### src/design/bpl_pkg.sv
// Shared types and constants for the bounded positional list.
// Used by bpl_store and bounded_positional_list; depends on nothing else.
`default_nettype none

package bpl_pkg;

    localparam int OP_W      = 3;
    localparam int POS_W     = 4;
    localparam int VALUE_W   = 32;
    localparam int CAP_W     = 5;
    localparam int COUNT_W   = 5;
    localparam int STATUS_W  = 2;
    localparam int S_TDATA_W = 40;
    localparam int M_TDATA_W = 48;

    localparam logic [CAP_W-1:0] CAP_RESET = 5'd16;

    typedef enum logic [OP_W-1:0] {
        OP_INS_FIRST = 3'd0,
        OP_INS_LAST  = 3'd1,
        OP_INS_AT    = 3'd2,
        OP_EXT_FIRST = 3'd3,
        OP_EXT_LAST  = 3'd4,
        OP_EXT_AT    = 3'd5,
        OP_READ_AT   = 3'd6,
        OP_CLEAR     = 3'd7
    } op_t;

    typedef enum logic [STATUS_W-1:0] {
        ST_OK    = 2'd0,
        ST_FULL  = 2'd1,
        ST_RANGE = 2'd2
    } status_t;

    // shift control for the entry array
    typedef struct packed {
        logic ins;
        logic ext;
    } store_ctl_t;

endpackage

`default_nettype wire

### src/design/bpl_store.sv
// Entry array of the positional list: parallel shift on insert and extract.
// Depends on bpl_pkg for the shift control struct.
`default_nettype none

module bpl_store #(
    parameter int DEPTH      = 16,
    parameter int DATA_WIDTH = 32
) (
    input  wire logic                       aclk,
    input  wire bpl_pkg::store_ctl_t        ctl,
    input  wire logic [$clog2(DEPTH)-1:0]   idx,
    input  wire logic [DATA_WIDTH-1:0]      wr_word,
    output logic      [DATA_WIDTH-1:0]      rd_word
);

    localparam int IDX_W = $clog2(DEPTH);

    logic [DATA_WIDTH-1:0] entry_reg [DEPTH];
    logic [DATA_WIDTH-1:0] from_prev [DEPTH];
    logic [DATA_WIDTH-1:0] from_next [DEPTH];

    for (genvar g = 0; g < DEPTH; g++) begin : g_nbr
        if (g == 0) begin : g_first
            assign from_prev[g] = wr_word;
        end else begin : g_mid_prev
            assign from_prev[g] = entry_reg[g-1];
        end
        if (g == DEPTH - 1) begin : g_last
            assign from_next[g] = entry_reg[g];
        end else begin : g_mid_next
            assign from_next[g] = entry_reg[g+1];
        end
    end

    // entries at or behind idx move one place back on insert, forward on extract
    always_ff @(posedge aclk) begin
        for (int i = 0; i < DEPTH; i++) begin
            if (ctl.ins) begin
                if (IDX_W'(i) == idx) begin
                    entry_reg[i] <= wr_word;
                end else if (IDX_W'(i) > idx) begin
                    entry_reg[i] <= from_prev[i];
                end
            end else if (ctl.ext) begin
                if (IDX_W'(i) >= idx) begin
                    entry_reg[i] <= from_next[i];
                end
            end
        end
    end

    assign rd_word = entry_reg[idx];

endmodule

`default_nettype wire

### src/design/bounded_positional_list.sv
// Bounded positional list: top level with stream channels and capacity register.
// Depends on bpl_pkg and bpl_store.
//
// Usage:
//   s_ channel carries one request per transaction: the operation in s_tuser,
//   position and value in s_tdata. m_ channel returns exactly one result per
//   request: word, status, count and the empty and full flags in m_tdata.
//   cfg_wr_en writes cfg_wr_data into the capacity register; write it only
//   while no request is in flight.
//   A request accepted on s_ sits in an input register and is executed against
//   the list in the cycle it moves into the result register, all entries
//   shifting in parallel; the result then shows on m_. Throughput: one request
//   per cycle while the receiver does not stall.
//   When the receiver stalls, the result register holds and the input
//   register still takes one more request; s_tready drops only when both
//   are occupied. The list state changes only when a request executes.
//   Reset empties the list (entries are not cleared, they are never read
//   before being written) and sets capacity to 16.
`default_nettype none

module bounded_positional_list #(
    parameter int DEPTH      = 16,
    parameter int DATA_WIDTH = 32
) (
    input  wire logic                            aclk,
    input  wire logic                            aresetn,
    // config
    input  wire logic                            cfg_wr_en,
    input  wire logic [bpl_pkg::CAP_W-1:0]       cfg_wr_data,
    // request channel
    input  wire logic                            s_tvalid,
    output logic                                 s_tready,
    // [3:0] position, [35:4] value, [39:36] zero
    input  wire logic [bpl_pkg::S_TDATA_W-1:0]   s_tdata,
    // [2:0] operation
    input  wire logic [bpl_pkg::OP_W-1:0]        s_tuser,
    // result channel
    output logic                                 m_tvalid,
    input  wire logic                            m_tready,
    // [31:0] result_value, [33:32] status, [38:34] count, [39] is_empty,
    // [40] is_full, [47:41] zero
    output logic [bpl_pkg::M_TDATA_W-1:0]        m_tdata
);

    localparam int IDX_W = $clog2(DEPTH);
    localparam int LEN_W = $clog2(DEPTH + 1);
    localparam int CMP_W = (LEN_W > bpl_pkg::CAP_W) ? LEN_W : bpl_pkg::CAP_W;
    localparam logic [CMP_W-1:0] DEPTH_C = CMP_W'(DEPTH);

    // input register
    logic                           in_valid_reg;
    bpl_pkg::op_t                   op_reg;
    logic [bpl_pkg::POS_W-1:0]      pos_reg;
    logic [bpl_pkg::VALUE_W-1:0]    val_reg;

    // list state and config
    logic [LEN_W-1:0]               len_reg;
    logic [LEN_W-1:0]               len_next;
    logic [bpl_pkg::CAP_W-1:0]      cap_reg;

    // result register
    logic                           out_valid_reg;
    logic [bpl_pkg::VALUE_W-1:0]    res_reg;
    logic [bpl_pkg::VALUE_W-1:0]    res_next;
    bpl_pkg::status_t               status_reg;
    bpl_pkg::status_t               status_next;
    logic [bpl_pkg::COUNT_W-1:0]    count_reg;
    logic                           empty_reg;
    logic                           full_reg;
    logic                           full_next;

    logic                           advance;
    logic                           full_now;
    logic [CMP_W-1:0]               len_w;
    logic [CMP_W-1:0]               cap_w;
    logic [CMP_W-1:0]               pos_w;
    logic [CMP_W-1:0]               pick_w;
    logic [CMP_W-1:0]               idx_w;
    bpl_pkg::store_ctl_t            ctl;
    logic [DATA_WIDTH-1:0]          rd_word;

    assign advance  = in_valid_reg && (!out_valid_reg || m_tready);
    assign s_tready = !in_valid_reg || advance;

    always_ff @(posedge aclk) begin
        if (!aresetn) begin
            in_valid_reg <= 1'b0;
        end else if (s_tready) begin
            in_valid_reg <= s_tvalid;
        end
    end

    always_ff @(posedge aclk) begin
        if (s_tvalid && s_tready) begin
            op_reg  <= bpl_pkg::op_t'(s_tuser);
            pos_reg <= s_tdata[bpl_pkg::POS_W-1:0];
            val_reg <= s_tdata[bpl_pkg::POS_W +: bpl_pkg::VALUE_W];
        end
    end

    always_ff @(posedge aclk) begin
        if (!aresetn) begin
            cap_reg <= bpl_pkg::CAP_RESET;
        end else if (cfg_wr_en) begin
            cap_reg <= cfg_wr_data;
        end
    end

    assign len_w    = CMP_W'(len_reg);
    assign cap_w    = CMP_W'(cap_reg);
    assign pos_w    = CMP_W'(pos_reg);
    // capacity above storage acts as the storage depth
    assign full_now = (len_w >= cap_w) || (len_w >= DEPTH_C);

    always_comb begin
        ctl         = '0;
        idx_w       = '0;
        pick_w      = '0;
        len_next    = len_reg;
        status_next = bpl_pkg::ST_OK;
        res_next    = '0;
        unique case (op_reg) inside
            bpl_pkg::OP_INS_FIRST, bpl_pkg::OP_INS_LAST, bpl_pkg::OP_INS_AT: begin
                if (full_now) begin
                    status_next = bpl_pkg::ST_FULL;
                end else begin
                    ctl.ins  = 1'b1;
                    len_next = len_reg + LEN_W'(1);
                    if (op_reg == bpl_pkg::OP_INS_FIRST) begin
                        idx_w = '0;
                    end else if (op_reg == bpl_pkg::OP_INS_LAST || pos_w >= len_w) begin
                        idx_w = len_w;
                    end else begin
                        idx_w = pos_w;
                    end
                end
            end
            bpl_pkg::OP_EXT_FIRST, bpl_pkg::OP_EXT_LAST, bpl_pkg::OP_EXT_AT,
            bpl_pkg::OP_READ_AT: begin
                if (op_reg == bpl_pkg::OP_EXT_FIRST) begin
                    pick_w = '0;
                end else if (op_reg == bpl_pkg::OP_EXT_LAST) begin
                    pick_w = len_w - CMP_W'(1);
                end else begin
                    pick_w = pos_w;
                end
                // empty list fails here too: every pick is at or past zero
                if (pick_w >= len_w) begin
                    status_next = bpl_pkg::ST_RANGE;
                end else begin
                    idx_w    = pick_w;
                    res_next = bpl_pkg::VALUE_W'(rd_word);
                    if (op_reg != bpl_pkg::OP_READ_AT) begin
                        ctl.ext  = 1'b1;
                        len_next = len_reg - LEN_W'(1);
                    end
                end
            end
            bpl_pkg::OP_CLEAR: begin
                len_next = '0;
            end
            default: begin
                len_next = len_reg;
            end
        endcase
        full_next = (CMP_W'(len_next) >= cap_w) || (CMP_W'(len_next) >= DEPTH_C);
    end

    bpl_store #(
        .DEPTH      (DEPTH),
        .DATA_WIDTH (DATA_WIDTH)
    ) u_store (
        .aclk    (aclk),
        .ctl     (advance ? ctl : '0),
        .idx     (idx_w[IDX_W-1:0]),
        .wr_word (DATA_WIDTH'(val_reg)),
        .rd_word (rd_word)
    );

    always_ff @(posedge aclk) begin
        if (!aresetn) begin
            len_reg       <= '0;
            out_valid_reg <= 1'b0;
        end else begin
            if (advance) begin
                len_reg       <= len_next;
                out_valid_reg <= 1'b1;
            end else if (m_tready) begin
                out_valid_reg <= 1'b0;
            end
        end
    end

    always_ff @(posedge aclk) begin
        if (advance) begin
            res_reg    <= res_next;
            status_reg <= status_next;
            count_reg  <= bpl_pkg::COUNT_W'(len_next);
            empty_reg  <= (len_next == '0);
            full_reg   <= full_next;
        end
    end

    assign m_tvalid = out_valid_reg;
    assign m_tdata  = bpl_pkg::M_TDATA_W'({full_reg, empty_reg, count_reg, status_reg, res_reg});

    a_len_bound: assert property (@(posedge aclk) disable iff (!aresetn)
        len_reg <= LEN_W'(DEPTH))
        else $error("list length beyond storage depth");

    a_refused_keeps_len: assert property (@(posedge aclk) disable iff (!aresetn)
        advance && status_next == bpl_pkg::ST_FULL |=> $stable(len_reg))
        else $error("refused insert changed the length");

    a_insert_grows: assert property (@(posedge aclk) disable iff (!aresetn)
        advance && ctl.ins |=> len_reg == $past(len_reg) + LEN_W'(1))
        else $error("insert did not grow the list by one");

    a_ready_only_when_both_full: assert property (@(posedge aclk) disable iff (!aresetn)
        !s_tready |-> in_valid_reg && out_valid_reg && !m_tready)
        else $error("input stalled with room in the pipeline");

    a_count_matches_len: assert property (@(posedge aclk) disable iff (!aresetn)
        out_valid_reg |-> count_reg == bpl_pkg::COUNT_W'(len_reg))
        else $error("reported count differs from list length");

endmodule

`default_nettype wire
### config.mk
export PLATFORM = sky130hd
export DESIGN_NAME = bounded_positional_list
export DESIGN_NICKNAME = d
export VERILOG_FILES = /design/src/design/bpl_pkg.sv /design/src/design/bpl_store.sv /design/src/design/bounded_positional_list.sv
export SDC_FILE = /design/constraint.sdc
export NUM_CORES = 2
export LEC_CHECK = 0
export BUFFER_PORTS_ARGS = -buffer_cell sky130_fd_sc_hd__buf_4
export CAP_MARGIN = 15
export CORE_UTILIZATION = 55
export CTS_CLUSTER_SIZE = 28
export DETAILED_ROUTE_END_ITERATION = 7
export PLACE_DENSITY_LB_ADDON = 0.1
export SETUP_SLACK_MARGIN = 0.3
export SLEW_MARGIN = 10
export SYNTH_ARGS = -nofsm -noshare
export SYNTH_HDL_FRONTEND = slang
export SYNTH_SLANG_ARGS = --single-unit
### constraint.sdc
create_clock -name aclk -period 14.9 [get_ports aclk]
set_input_delay 3.725 -clock aclk [delete_from_list [all_inputs] [get_ports aclk]]
set_output_delay 3.725 -clock aclk [all_outputs]
set_load 0.02 [all_outputs]
==> results.yml <==
floorplanning:
  io-pin-count: 103
  fp.dieH_um: 252.9
  core_region_area_mm2: 0.06194
  die_area_mm2: 0.06397
  die_x_um: 252.9
  start_util_pct: 55.91
  fp-row-count: 91
sta:
  fin_setup_tns_ns: 0
  period_share_pct: 53.87
  setup_viol: 0
  rsz0062_at_grt: "no"
  timing.final.crit_period_ns: 8.027
  final_max_slew_viol_count: 0
  max_freq_mhz: 124.6
  relSlewSlack_pct: 11.35
  skew_ns: 0.02078
  tightest_slew_ns: 1.326
  hold_viol_final: 0
final_layout:
  final_common_cell: "nand2_1"
  largest_reg_flops: 512
  nets: 3474
  syn_to_final_growth_pct: 9.814
  fillers: 5171
  multi_input_area_mm2: 0.01543
  layout_common_cells: "nand2_1 (698), edfxtp_1 (592), nor2_1 (337)"
  seq_area_mm2: 0.01802
  drive_gt1_share_pct: 10.78
critical_path:
  crit_start: "m_tready"
  path_class: "in -> out"
  start_kind: "input pin"
  cp.required_ns: 11.18
  rr_startpoint: "len_reg[0]"
  endpoint: "s_tready"
  setup.worst_path.end_class: "primary output"
  ff2ff_setup_slack_ns: 8.06
  critical_path_arrival_ns: 4.30
  crit_fanout: 4
  reg2reg_depth: 19
  r2r-end: "u_store.entry_reg[10][2]"
synth:
  ys_ff_latch: 604
  synthXorXnorAreaFrac_pct: 0.1481
  synth-simple-area-share_pct: 16.44
  async_reset_ff_share_pct: 0
  yosys_warnings: 0
  synth_compound_area_share_pct: 15.59
  synth_fa_ha_area_share_pct: 0.7949
  ys_seq_area_share_pct: 52.03
  synthCells: 3480
  yosysUniqueCellTypes: 78
  synth_top_family_by_area: "simple AND/OR/NAND/NOR gates"
  muxShareOfSynthArea_pct: 10.58
  synth_edf_count: 592
  synth.avg_cell_area_um2: 9.951
  synth_flop_cell: "edfxtp_1"
  synth_area_mm2: 0.03463
flow_run:
  cap_violations: 0
route:
  vias_per_cell: 6.766
  wire_per_inst_um: 27.43
  via_count: 29030
  wl_um: 117700
  drt_iter0_markers: 4057
  drcViolationCount: 0
  antenna_left: 0
  drtPass1Iterations: 7
grt:
  grt_start_max_net_pins: 106
  grt_pass1_wl_um: 174400
  grt_pass1_vias: 27560
  overflow: 0
  antenna_found_initial: 1
  grt_usage_pct: 36.44
pwr:
  leakage_nw: 14.16
  p_per_area_mw_per_mm2: 125.7
  finalPower_mw: 4.781
  vdd_ir_drop_max_mv: 0.1148
cts:
  clock-sinks: 604
  cts_root_buffer: "clkbuf_16"
  cts_resized: 0
  clk_pin_slew_ns: 0.06
  clock_latency_ns: 0.62
  h-tree-depth: 3
  cts_tree: "built"
  clk_path_buf_depth: 3
  postCtsSetupRepairBufs: 0
  cts_hold_buffers: 0
  numCtsBuffers: 69
run_status:
  outcome: "finished, final reports clean"
placement:
  place.gp.congestion: 0.9000
  port_buffers: 91
  hpwlAfterDp_um: 67170
min_path:
  hold_class: "reg -> reg"
final cells by class:
cell class | instances | area share [%]
multi-input cells | 2544 | 40.58
clock buffers | 91 | 5.008
diodes | 2 | 0.01316
inverters | 16 | 0.1579
repair buffers | 164 | 3.231
flip-flops and latches | 604 | 47.38
clock inverters | 33 | 0.8752
well taps | 837 | 2.754
routing by layer:
layer | vias up | track usage, % | share of wire [%]
met2 | 2047 | 52.33 | 42
li1 | 12690 | - | -
met5 | - | 0 | 0
met1 | 13990 | 50.98 | 39
met3 | 302 | 11.54 | 15
met4 | 0 | 14.65 | 3.6
synthesized netlist by cell type, types with 12 or more instances:
cell type | number | area (um2)
o21ai_1 | 28 | 140.1
nor3_1 | 38 | 190.2
nand2_1 | 700 | 2628
edfxtp_1 | 592 | 17780
buf_2 | 111 | 555.5
mux2_2 | 35 | 394.1
mux2_1 | 30 | 337.8
mux2i_1 | 293 | 2933
buf_4 | 29 | 217.7
o31ai_1 | 36 | 270.3
a21oi_1 | 187 | 935.9
nand2b_1 | 12 | 75.07
a41o_1 | 32 | 320.3
inv_1 | 14 | 52.55
buf_1 | 22 | 82.58
a32oi_1 | 32 | 280.3
dfxtp_1 | 12 | 240.2
a211oi_1 | 99 | 743.2
and3_1 | 128 | 800.8
o32ai_1 | 32 | 280.3
nor2b_1 | 12 | 75.07
o21ai_0 | 86 | 430.4
a21boi_0 | 34 | 255.2
nor2_1 | 344 | 1291
clkbuf_1 | 159 | 596.8
a31oi_1 | 195 | 1220
ha_1 | 22 | 275.3
nand3_1 | 68 | 340.3
per-stage QoR:
stage	setup WS [ns]	utilization [%]	hold slack, ns	cell area (um2)	std cells
CTS	6.877	61.38	0.5303	38020	4288
finish	6.873	61.39	0.5229	38030	4291
detailed placement	6.745	57.77	0.5137	35780	4164
global route	6.802	61.38	0.5569	38020	4289
global placement	6.815	57.77	0.4952	35780	4164
floorplan	4.975	-	0.4826	34650	3486
worst max-delay path: stages:
cell and delay (ns):
buf_4 0.11, nor2b_1 0.21, nand2_1 0.10, buf_4 0.16
worst min path at each step:
stage,startpoint,to,slack (ns),cells after the start
after floorplan,cap_reg[1],cap_reg[1],0.48,2
after global placement,in_valid_reg,m_tvalid,0.50,1
after detailed placement,cap_reg[1],cap_reg[1],0.51,2
after CTS,in_valid_reg,m_tvalid,0.53,1
after global routing,in_valid_reg,m_tvalid,0.56,1
final,in_valid_reg,m_tvalid,0.52,1
where the power goes:
group / switching (mW) / internal (mW)
logic: 0.603 / 0.286
clock network: 0.722 / 1.01
registers: 0.120 / 2.05
kinds of logic after synthesis:
logic type      count (synthesis)
simple gates                 1340
compound gates                812
flops                         604
mux                           358
buf+inv                       338
fa+ha+maj                      22
xor+xnor                        5
other cells                     1
Power figures use the tool's default switching activity.
